$ cat config.mk
export PLATFORM = sky130hd
export DESIGN_NAME = whole_word_substring_counter_top
export DESIGN_NICKNAME = d
export VERILOG_FILES = /design/src/hw/rtl/wwsc_pkg.sv /design/src/hw/rtl/wwsc_match.sv /design/src/hw/rtl/whole_word_substring_counter_top.sv
export VERILOG_INCLUDE_DIRS = /design/src /design/src/hw/rtl
export SDC_FILE = /design/constraint.sdc
export NUM_CORES = 1
export LEC_CHECK = 0
export ABC_AREA = 1
export BUFFER_PORTS_ARGS = -buffer_cell sky130_fd_sc_hd__buf_2
export CAP_MARGIN = 20
export CORE_MARGIN = 2
export CORE_UTILIZATION = 41
export DETAILED_ROUTE_END_ITERATION = 16
export HOLD_SLACK_MARGIN = 0.06
export PLACE_DENSITY = 0.59
export SETUP_SLACK_MARGIN = 0.5
export SLEW_MARGIN = 40
export SYNTH_ARGS = -nofsm -noshare
export SYNTH_HDL_FRONTEND = slang
export SYNTH_SLANG_ARGS = --single-unit
$ cat constraint.sdc
create_clock -name i_clk -period 4.9 [get_ports i_clk]
set_input_delay 0.98 -clock i_clk [delete_from_list [all_inputs] [get_ports i_clk]]
set_output_delay 0.98 -clock i_clk [all_outputs]
set_load 0.005 [all_outputs]
$ cat src/hw/rtl/whole_word_substring_counter_top_assert.svh
// ----------------------------------------------------------------------------
// Assertion macros for the whole-word substring counter
// Implication checks, same cycle and next cycle, gated off during reset.
// ----------------------------------------------------------------------------
`ifndef WHOLE_WORD_SUBSTRING_COUNTER_TOP_ASSERT_SVH
`define WHOLE_WORD_SUBSTRING_COUNTER_TOP_ASSERT_SVH

// consequent must hold in the same cycle as the antecedent
`define WWSC_ASSERT_IMP(label, clk, rst_n, ante, cons) \
    label: assert property (@(posedge clk) disable iff (!rst_n) (ante) |-> (cons)) \
        else $error("wwsc: same-cycle check failed");

// consequent must hold in the cycle after the antecedent
`define WWSC_ASSERT_NEXT(label, clk, rst_n, ante, cons) \
    label: assert property (@(posedge clk) disable iff (!rst_n) (ante) |=> (cons)) \
        else $error("wwsc: next-cycle check failed");

`endif

$ cat src/hw/rtl/wwsc_pkg.sv
// ----------------------------------------------------------------------------
// wwsc_pkg
// Shared types, constants and helpers of the whole-word substring counter.
// ----------------------------------------------------------------------------
`default_nettype none

package wwsc_pkg;

    localparam int MAX_PATTERN_DEF   = 8;
    localparam int POSITION_BITS_DEF = 16;

    localparam int CFG_IDX_W = 3;
    localparam int CFG_DATA_W = 64;
    localparam int PATTERN_W = 64;
    localparam int LEN_W     = 4;
    localparam int WIN_W     = 16;
    localparam int COUNT_W   = 16;

    localparam logic [COUNT_W-1:0] COUNT_MAX = '1;

    typedef logic [7:0] t_byte;

    typedef enum logic [CFG_IDX_W-1:0] {
        CFG_PATTERN_BYTES  = 3'd0,
        CFG_PATTERN_LENGTH = 3'd1,
        CFG_WINDOW_START   = 3'd2,
        CFG_WINDOW_END     = 3'd3,
        CFG_END_AT_LENGTH  = 3'd4
    } t_cfg_idx;

    typedef struct packed {
        logic hit;          // pattern of the selected length ends on the newest byte
        logic before_alnum; // byte ahead of that match is a letter or digit
    } t_match;

    function automatic logic is_alnum(t_byte c);
        return (c >= 8'h30 && c <= 8'h39) || (c >= 8'h41 && c <= 8'h5A) ||
               (c >= 8'h61 && c <= 8'h7A);
    endfunction

endpackage

`default_nettype wire

$ cat src/hw/rtl/wwsc_match.sv
// ----------------------------------------------------------------------------
// wwsc_match
// Parallel window compare of the byte history against the pattern, one
// comparator row per possible pattern length, plus the before-byte check.
// ----------------------------------------------------------------------------
`default_nettype none

module wwsc_match #(
    parameter int MAX_PATTERN = wwsc_pkg::MAX_PATTERN_DEF
) (
    input  wwsc_pkg::t_byte                  i_hist [MAX_PATTERN+1],
    input  logic [wwsc_pkg::PATTERN_W-1:0]   i_pattern,
    input  logic [wwsc_pkg::LEN_W-1:0]       i_len,
    output wwsc_pkg::t_match                 o_match
);
    import wwsc_pkg::*;

    // slot 0 of the history is the newest byte; pattern byte 0 is the oldest
    always_comb begin
        logic eq;
        o_match = '0;
        for (int l = 1; l <= MAX_PATTERN; l++) begin
            eq = 1'b1;
            for (int k = 0; k < l; k++) begin
                if (i_hist[l-1-k] != i_pattern[8*k +: 8]) begin
                    eq = 1'b0;
                end
            end
            if (i_len == LEN_W'(l)) begin
                o_match.hit          = eq;
                o_match.before_alnum = is_alnum(i_hist[l]);
            end
        end
    end

endmodule

`default_nettype wire

$ cat src/hw/rtl/whole_word_substring_counter_top.sv
// Path: a terminator byte is first registered in the input register; its result is then
// registered in the output register once that register is free or being read.
// Throughput: one byte per cycle; the input register holds a terminator only while
// the previous result still sits unread in the output register and is not being read.
// Each byte's match check and count update is one pass through the compare logic.
// Reset (synchronous, active low) empties both registers, clears the string state and
// restores the configuration defaults.
// ----------------------------------------------------------------------------
// whole_word_substring_counter_top
// Counts leftmost, non-overlapping whole-word matches of a configured pattern
// in a zero-terminated byte string and reports the count at the terminator.
// ----------------------------------------------------------------------------
`default_nettype none

`include "whole_word_substring_counter_top_assert.svh"

module whole_word_substring_counter_top #(
    parameter int MAX_PATTERN   = wwsc_pkg::MAX_PATTERN_DEF,
    parameter int POSITION_BITS = wwsc_pkg::POSITION_BITS_DEF
) (
    input  logic                              i_clk,
    input  logic                              i_rst_n,
    // configuration
    input  logic                              i_cfg_we,
    input  logic [wwsc_pkg::CFG_IDX_W-1:0]    i_cfg_idx,
    input  logic [wwsc_pkg::CFG_DATA_W-1:0]   i_cfg_data,
    // byte input
    input  logic                              i_in_valid,
    output logic                              o_in_ready,
    input  wwsc_pkg::t_byte                   i_char_in,
    // result output
    output logic                              o_out_valid,
    input  logic                              i_out_ready,
    output logic [wwsc_pkg::COUNT_W-1:0]      o_word_count,
    output logic                              o_range_error
);
    import wwsc_pkg::*;

    localparam int CW = (POSITION_BITS > WIN_W) ? POSITION_BITS : WIN_W;
    localparam logic [POSITION_BITS-1:0] POS_MAX = '1;
    localparam logic [LEN_W-1:0] MAX_LEN = LEN_W'(MAX_PATTERN);

    // configuration registers
    logic [PATTERN_W-1:0] r_pattern;
    logic [LEN_W-1:0]     r_plen;
    logic [WIN_W-1:0]     r_ws;
    logic [WIN_W-1:0]     r_we;
    logic                 r_eal;

    // input stage
    logic                 r_s1_valid;
    t_byte                r_char;

    // string state
    t_byte                     r_hist [MAX_PATTERN];
    logic [POSITION_BITS-1:0]  r_pos, n_pos;
    logic [POSITION_BITS-1:0]  r_nas, n_nas;
    logic [COUNT_W-1:0]        r_cnt, n_cnt;
    logic                      r_pend, n_pend;
    logic [POSITION_BITS-1:0]  r_pend_end, n_pend_end;

    // output register
    logic                 r_out_valid;
    logic [COUNT_W-1:0]   r_word_count;
    logic                 r_range_error;

    logic s1_term, s1_go, s2_emit, in_acc;

    t_byte                     hist_now [MAX_PATTERN+1];
    t_match                    s_match;
    logic [LEN_W-1:0]          l_len;
    logic                      l_pend_ok;
    logic [COUNT_W-1:0]        l_cnt_inc;
    logic [CW-1:0]             l_eff_end;
    logic                      l_err;
    logic                      l_adv;
    logic [POSITION_BITS-1:0]  l_pos_inc;
    logic [CW-1:0]             l_p;
    logic                      l_found;
    logic                      l_take;

    // ---------------- configuration ----------------
    always_ff @(posedge i_clk) begin
        if (!i_rst_n) begin
            r_pattern <= '0;
            r_plen    <= LEN_W'(1);
            r_ws      <= '0;
            r_we      <= '1;
            r_eal     <= 1'b1;
        end else if (i_cfg_we) begin
            unique case (t_cfg_idx'(i_cfg_idx))
                CFG_PATTERN_BYTES:  r_pattern <= i_cfg_data[PATTERN_W-1:0];
                CFG_PATTERN_LENGTH: r_plen    <= i_cfg_data[LEN_W-1:0];
                CFG_WINDOW_START:   r_ws      <= i_cfg_data[WIN_W-1:0];
                CFG_WINDOW_END:     r_we      <= i_cfg_data[WIN_W-1:0];
                CFG_END_AT_LENGTH:  r_eal     <= i_cfg_data[0];
                default: ;
            endcase
        end
    end

    // ---------------- handshake ----------------
    assign s1_term    = (r_char == '0);
    // a terminator may only move on when the result slot is free or being read
    assign s1_go      = r_s1_valid && (!s1_term || !r_out_valid || i_out_ready);
    assign s2_emit    = s1_go && s1_term;
    assign o_in_ready = !r_s1_valid || s1_go;
    assign in_acc     = i_in_valid && o_in_ready;

    // ---------------- compare ----------------
    always_comb begin
        hist_now[0] = r_char;
        for (int i = 1; i <= MAX_PATTERN; i++) begin
            hist_now[i] = r_hist[i-1];
        end
    end

    assign l_len = (r_plen > MAX_LEN) ? MAX_LEN : r_plen;

    wwsc_match #(
        .MAX_PATTERN (MAX_PATTERN)
    ) u_match (
        .i_hist    (hist_now),
        .i_pattern (r_pattern),
        .i_len     (l_len),
        .o_match   (s_match)
    );

    // ---------------- per-byte update ----------------
    always_comb begin
        // waiting match is settled by the byte after it (or the window boundary)
        l_pend_ok = r_pend && ((!r_eal && CW'(r_pend_end) >= CW'(r_we)) ||
                               !is_alnum(r_char));
        l_cnt_inc = r_cnt + COUNT_W'(l_pend_ok && (r_cnt != COUNT_MAX));

        l_eff_end = r_eal ? CW'(r_pos) : CW'(r_we);
        l_err     = CW'(r_ws) > l_eff_end;

        l_adv     = (r_pos != POS_MAX) && (l_len != '0);
        l_pos_inc = r_pos + POSITION_BITS'(1);
        l_p       = CW'(l_pos_inc) - CW'(l_len);   // match start, valid once enough bytes
        l_found   = l_adv && (CW'(l_pos_inc) >= CW'(l_len)) && s_match.hit &&
                    (l_p >= CW'(r_ws)) && (l_p >= CW'(r_nas)) &&
                    (r_eal || (l_p < CW'(r_we)));
        l_take    = l_found && ((l_p == '0) || !s_match.before_alnum);

        n_pos      = r_pos;
        n_nas      = r_nas;
        n_cnt      = r_cnt;
        n_pend     = r_pend;
        n_pend_end = r_pend_end;
        if (s1_go) begin
            if (s1_term) begin
                n_pos  = '0;
                n_nas  = '0;
                n_cnt  = '0;
                n_pend = 1'b0;
            end else begin
                n_cnt  = l_cnt_inc;
                n_pend = l_take;
                if (l_adv) begin
                    n_pos = l_pos_inc;
                end
                if (l_found) begin
                    n_nas = l_pos_inc;   // rejected matches still skip ahead
                end
                if (l_take) begin
                    n_pend_end = l_pos_inc;
                end
            end
        end
    end

    // ---------------- control registers ----------------
    always_ff @(posedge i_clk) begin
        if (!i_rst_n) begin
            r_s1_valid  <= 1'b0;
            r_out_valid <= 1'b0;
            r_pos       <= '0;
            r_nas       <= '0;
            r_cnt       <= '0;
            r_pend      <= 1'b0;
        end else begin
            if (in_acc) begin
                r_s1_valid <= 1'b1;
            end else if (s1_go) begin
                r_s1_valid <= 1'b0;
            end
            if (s2_emit) begin
                r_out_valid <= 1'b1;
            end else if (i_out_ready) begin
                r_out_valid <= 1'b0;
            end
            r_pos  <= n_pos;
            r_nas  <= n_nas;
            r_cnt  <= n_cnt;
            r_pend <= n_pend;
        end
    end

    // ---------------- payload registers ----------------
    always_ff @(posedge i_clk) begin
        if (in_acc) begin
            r_char <= i_char_in;
        end
        r_pend_end <= n_pend_end;
        if (s1_go && !s1_term) begin
            r_hist[0] <= r_char;
            for (int i = 1; i < MAX_PATTERN; i++) begin
                r_hist[i] <= r_hist[i-1];
            end
        end
        if (s2_emit) begin
            r_word_count  <= l_err ? '0 : l_cnt_inc;
            r_range_error <= l_err;
        end
    end

    assign o_out_valid   = r_out_valid;
    assign o_word_count  = r_word_count;
    assign o_range_error = r_range_error;

    // ---------------- assertions ----------------
    `WWSC_ASSERT_IMP(a_emit_slot_free, i_clk, i_rst_n, s2_emit, !r_out_valid || i_out_ready)
    `WWSC_ASSERT_IMP(a_err_zero_count, i_clk, i_rst_n, r_out_valid && r_range_error, r_word_count == '0)
    `WWSC_ASSERT_IMP(a_skip_not_ahead, i_clk, i_rst_n, 1'b1, r_nas <= r_pos)
    `WWSC_ASSERT_IMP(a_pend_at_pos, i_clk, i_rst_n, r_pend, (r_pend_end == r_pos) && (r_nas == r_pos))
    `WWSC_ASSERT_NEXT(a_term_held, i_clk, i_rst_n, r_s1_valid && s1_term && !s1_go, r_s1_valid && s1_term)

endmodule

`default_nettype wire

== Yosys cells after proc, flatten, opt, wreduce, memory -nomap -nowiden ==
Memories as Yosys holds them, arrays and structs flattened.
Index checks and enable logic that the tools add are counted.
W data, S select, Z words.

* $add $sub $neg: 3
* Magnitude comparators: 61
* Equal/unequal tests: 50
* Multiplexer cells: 58
* Bitwise logic cells: 1
* Reduce and logical (&&, ||, !) cells: 87

{| class="wikitable"
|+ Operators with widths
! operator !! number
|-
| $ne A8 B8 Y1 || 36
|-
| $ge A8 B7 Y1 const B || 18
|-
| $le A8 B7 Y1 const B || 18
|-
| $mux W16 || 6
|-
| $ge A8 B6 Y1 const B || 9
|-
| $le A8 B6 Y1 const B || 9
|-
| $ge A16 B16 Y1 || 3
|-
| $mux W1 || 43
|-
| $logic_and A1 B1 Y1 || 41
|-
| $ne A16 B16 Y1 const B || 2
|-
| $logic_or A1 B1 Y1 || 24
|-
| $add A16 B1 Y16 || 1
|-
| $add A16 B1 Y16 const B || 1
|-
| $eq A4 B3 Y1 const B || 4
|-
| $ge A16 B4 Y1 || 1
|-
| $gt A16 B16 Y1 || 1
|-
| $logic_not A16 Y1 || 1
|-
| $lt A16 B16 Y1 || 1
|-
| $mux W2 || 8
|-
| $sub A16 B4 Y16 || 1
|-
| $reduce_and A2 Y1 || 7
|-
| $eq A4 B2 Y1 const B || 2
|-
| $logic_not A8 Y1 || 1
|-
| $reduce_bool A2 Y1 || 4
|-
| other kinds (12) || 18
|}

* Register bits after elaboration: 193
* RAM bits: 64
* Input port bits: 80
* Output and inout bits: 19
* Logic and storage cells: 276
* Memories: 1

{| class="wikitable"
|+ Memory list
! memory !! words !! bits a word !! read ports !! clocked after memory_dff !! write ports !! line !! RTL
|-
| r_hist || 8 || 8 || 8 || 0 || 8 || whole_word_substring_counter_top.sv:55 || <nowiki>t_byte r_hist [MAX_PATTERN];</nowiki>
|}

== Longest topological paths before layout ==
* Depth in word-level cells: 18
* Mapped depth: 29
* Depth with buffers taken out: 29

== By module ==
A second synthesis with hierarchy kept.

* Cell total of the unflattened synthesis: 2,277
* Area, all modules: 16,997.6 µm²

{| class="wikitable"
|+ Modules (own cells, without submodules)
! module !! times used !! cells an instance !! area an instance (µm²) !! sequential area each (µm²)
|-
| whole_word_substring_counter_top || 1 || 1,439 || 12,389.4 || 6,195.9
|-
| wwsc_match || 1 || 838 || 4,608.2 || 0.0
|}

== Worst setup path before layout ==
OpenSTA, ideal clock, no wires.

* Path type: register to register
* Start: register r_pos[0]
* End: register r_pend_end[0] (enable)
* Library setup time: 0.388 ns
* Arrival time: 4.280 ns
* Required time: 4.512 ns
* Setup slack: 0.232 ns
* Stages on the path, launching flop included: 23
* Path buffers: 1
* Clock period less this slack: 4.668 ns
* Cell sequence: dfxtp_1 ha_1 nand2_1 inv_1 nor2_1 ha_1 nand2_1 nor2_1 o21ai_0 inv_1 nor2_1 nand3_1 nor2_2 xor2_1 ha_1 a21oi_1 o21ai_0 a21oi_1 nand2_1 nand2_1 clkbuf_1 nand3_1 nor2_1

* Word-level cells in the longest chain between the ends: 9
* Elaborated cells on any way between the ends: 18
* Those cells by class: add/sub (2); order compare (4); eq/ne (1); reduce/logical (11)

{| class="wikitable"
|+ Ends and longest elaborated chain
! what !! line !! RTL
|-
| start, declared || whole_word_substring_counter_top.sv:56 || <nowiki>logic [POSITION_BITS-1:0] r_pos, n_pos;</nowiki>
|-
| start signal, assigned || whole_word_substring_counter_top.sv:194 || <nowiki>r_pos <= n_pos;</nowiki>
|-
| $add A16 B1 Y16 * || whole_word_substring_counter_top.sv:140 || <nowiki>l_pos_inc = r_pos + POSITION_BITS'(1);</nowiki>
|-
| via l_pos_inc[2] || whole_word_substring_counter_top.sv:77 || <nowiki>logic [POSITION_BITS-1:0] l_pos_inc;</nowiki>
|-
| branches (longest 6 deep; another with $sub A16 B4 Y16) || -- ||
|-
| $logic_and A1 B1 Y1 * || whole_word_substring_counter_top.sv:145 || <nowiki>l_take = l_found && ((l_p == '0) || !s_match.before_alnum);</nowiki>
|-
| $reduce_and A3 Y1 (no line) * || -- ||
|-
| end signal, assigned || whole_word_substring_counter_top.sv:206 || <nowiki>r_pend_end <= n_pend_end;</nowiki>
|-
| end, declared || whole_word_substring_counter_top.sv:60 || <nowiki>logic [POSITION_BITS-1:0] r_pend_end, n_pend_end;</nowiki>
|}

Mark *: on every way through the listed nets, which the timed path passes.
A chain may end at the register's enable or synchronous reset.

== Final worst setup path ==
* Start: register r_pos[0]
* End: register r_pend_end[2] (enable)

Same word-level chain as after synthesis.

==> impl_metrics.yaml <==
run_status:
  status: "complete, no violations"
hold_path:
  worstHoldPathType: "reg2reg"
  min_path_cells: 2
drt:
  drt_iter0_drc: 1761
  post_drt_wl_per_cell_um: 23.98
  ant_nets: 0
  via_per_inst: 5.624
  firstDrtPassIters: 5
  drc: 0
  vias: 16687
  wl_mm: 71.15
critical_path:
  r2r_setup_slack_ps: 740
  cp-startpoint: "r_pos[0]$_SDFFE_PN0P_"
  start_kind: "flop"
  r2r-start: "r_pos[0]$_SDFFE_PN0P_"
  cp_max_fo: 8
  reg2reg_depth: 25
  crit-reg2reg-capture: "r_pend_end[2]$_DFFE_PP_"
  cp.required_ps: 5200
  arrival_ps: 4450
  crit_type: "reg2reg"
  worst_setup_path_end_kind: "flop"
  worstSetupEndpoint: "r_pend_end[2]$_DFFE_PP_"
sta:
  rsz0062_at_grt: "false"
  hold_viol: 0
  setup-tns-final_ps: 0
  tightest_slew_ps: 843.3
  max_freq_mhz: 240.6
  slew_headroom_pct: 43.70
  setup_viol: 0
  clock_skew_ps: 31.86
  report.final.slew_viol_count: 0
  min_period_over_period_pct: 84.82
  period_needed_ps: 4156
floorplan:
  rows: 74
  die-area_mm2: 0.04309
  io_pins: 99
  initial_core_util_pct: 41.62
  chipHeight_um: 207.6
  core_mm2: 0.04083
  chipWidth_um: 207.6
final_layout:
  nFillCells: 4199
  seqCellArea_mm2: 0.006206
  fin_nets: 2577
  multiInputGateArea_mm2: 0.009310
  post-route-cell-area_mm2: 0.01904
  num_antenna_cells: 0
  layout-drive-gt1-share_pct: 10.43
  syn2layout_area_growth_pct: 12.02
yosys:
  synth_warnings: 0
  ys_async_sr_fraction_pct: 0
  synth.ff_latch_count: 257
  ys.flop_type: "dfxtp_1"
  synth-edff-count: 105
  syn_avg_cell_area_um2: 7.170
  synth_fp_nets: 2537
  syn_inst: 2370
  synthesis.area_mm2: 0.01699
  synth_seq_area_share_pct: 36.46
  ys_types: 54
placement:
  placed_cell_area_mm2: 0.01772
  port-buffer-count: 98
  place_congestion: 1.046
  hpwl_mm: 54.69
clock_network:
  cts_buffer_depth: 3
  clkTransAtPathRegs_ps: 60
  cts.sinks: 257
  cts_hold_buf: 0
  cts_tree: "done"
  clkLatencyLatePin_ps: 610
  cts_root_buf: "clkbuf_16"
  numCtsBuffers: 31
  h-tree-depth: 1
power_and_ir_drop:
  cellPowerDensity_mw_per_mm2: 297.5
  vdd_ir_drop_max_v: 0.0002653
  p_leak_nw: 8.248
job:
  maxCapViolations: 0
global_routing:
  antenna_found_initial: 1
  grt_usage_pct: 32.32
  grt_max_degree: 68
  grt_pass1_vias: 16000
  grt_pass1_wl_mm: 104.1
  gr-total-overflow: 0
power by group:
part / leakage [nW] / switching (W) / internal, W
logic: 5.43 / 0.000567 / 0.000307
registers: 2.29 / 0.0000888 / 0.00226
clock network: 0.530 / 0.000973 / 0.00147
area by class of cell:
cell class / instances / area share, %
multi-input cells: 1721 / 48.91
clock buffers: 47 / 4.917
inverters: 275 / 5.508
flip-flops and latches: 257 / 32.60
repair buffers: 124 / 3.839
well taps: 532 / 3.497
clock inverters: 11 / 0.7296
how the worst min path moves through the flow:
stage	to	slack (ps)	start
global route	r_pattern[61]$_SDFFE_PN0P_	500	r_pattern[61]$_SDFFE_PN0P_
CTS	r_pattern[63]$_SDFFE_PN0P_	470	r_pattern[63]$_SDFFE_PN0P_
detailed placement	r_pattern[58]$_SDFFE_PN0P_	470	r_pattern[58]$_SDFFE_PN0P_
finish	r_pattern[63]$_SDFFE_PN0P_	470	r_pattern[63]$_SDFFE_PN0P_
global placement	r_pattern[61]$_SDFFE_PN0P_	460	r_pattern[61]$_SDFFE_PN0P_
floorplan	r_hist[0][18]$_DFFE_PP_	420	r_hist[0][10]$_DFFE_PP_
synth_stat cells, types with 2 or more instances:
library cell	instances	area, µm²
o21ai_0	180	900.9
nor2_2	7	43.79
nand2_2	4	25.02
a21oi_1	204	1021
nor2_1	221	829.6
xnor2_1	77	674.4
nand3b_1	3	22.52
o21ai_1	5	25.02
o21a_1	2	15.01
nor4_1	7	43.79
nand4_4	2	42.54
edfxtp_1	105	3153
clkbuf_2	5	25.02
xor2_1	76	665.6
inv_1	267	1002
clkbuf_1	43	161.4
nand3_1	64	320.3
buf_4	21	157.7
a211oi_1	3	22.52
ha_1	86	1076
o211ai_1	3	22.52
buf_6	8	90.09
nor2_4	5	56.30
dfxtp_1	152	3043
inv_4	4	25.02
nand2_1	629	2361
a31oi_1	3	18.77
nand4_2	2	25.02
nand4_1	85	531.8
nor3_1	31	155.2
inv_2	2	7.510
buf_2	38	190.2
o22ai_1	5	31.28
cell usage in the layout, fill, tap and decap left out, types with 4 or more instances in the layout:
cell and n:
nand2_1 624, inv_1 257, nor2_1 216, a21oi_1 203, o21ai_0 178, dfxtp_1 148
edfxtp_1 105, buf_2 97, nand4_1 85, ha_1 81, xnor2_1 77, xor2_1 75
nand3_1 57, clkbuf_16 32, nor3_1 27, buf_4 24, inv_2 12, nor2_4 10
clkbuf_8 10, nand2_2 7, nor2_2 7, o21ai_1 6, nand3_2 6, nor4_1 6
clkbuf_1 6, clkinv_2 5, o22ai_1 5, inv_4 4, nor3_2 4, ha_4 4
logic make-up (layout without fill, tap and decap cells):
logic type	count (synthesis)	after routing	share of synthesized area, %
flip-flops	257	257	36.46
adder cells (fa/ha/maj)	87	87	6.450
XOR/XNOR	153	153	7.886
buffers and inverters	392	457	9.955
AO/OA/AOI/OAI	414	414	12.61
AND/OR/NAND/NOR	1067	1067	26.64
stage by stage:
step           setup slack, ps  utilization [%]  hold slack (ps)  std cells  power [W]
3_3_place_gp             401.9            43.37            458.3       2904   0.003185
6_report                 743.9            46.62            472.4       2967   0.005664
4_1_cts                  526.6            46.10            471.3       2962   0.005634
5_1_grt                  439.7            46.62            499.7       2967   0.005881
3_5_place_dp             244.4            43.39            467.4       2904   0.003201
2_1_floorplan            619.6                -            420.6       2370   0.002905
critical path: stages (launching register included):
cell	delay [ps]
dfxtp_4	370
ha_4	180
nand2_2	90
inv_1	60
nor2_2	160
ha_4	240
nand2_2	90
nor2_1	60
o21ai_2	170
inv_2	70
nor2_4	120
nand3_4	120
nor2_4	190
nand3_2	80
nand2_2	90
inv_2	80
ha_1	300
nand2_1	100
o21ai_0	230
a21oi_1	110
nand3_1	150
inv_1	100
nor3_2	200
nand3_2	110
nor2_4	220
clkbuf_16	190
sequential cells by signal (all words and copies together) (netlist names):
register and flops:
o_out_valid 1, r_eal 1, r_pos 16, r_pend 1, r_ws 16, r_pattern 64, r_cnt 16, r_hist 64
r_plen 4, r_nas 16, r_char 8, r_we 16, r_pend_end 16, o_range_error 1, r_s1_valid 1, o_word_count 16
timing repair:
action | CTS | global route
buffers inserted | 0 | 4
endpoints found under the setup margin | 33 | 37
gates resized for setup | 8 | 42
cloned | 0 | 1
pin swaps | 0 | 15
routing by layer:
| metal | track usage (%) | share of wire [%] |
|---|---|---|
| met1 | 45.39 | 44 |
| met5 | 0 | 0.020 |
| met2 | 49.56 | 43 |
| met3 | 5.492 | 9.3 |
| met4 | 12.46 | 4.3 |
Power figures use the tool's default switching activity.
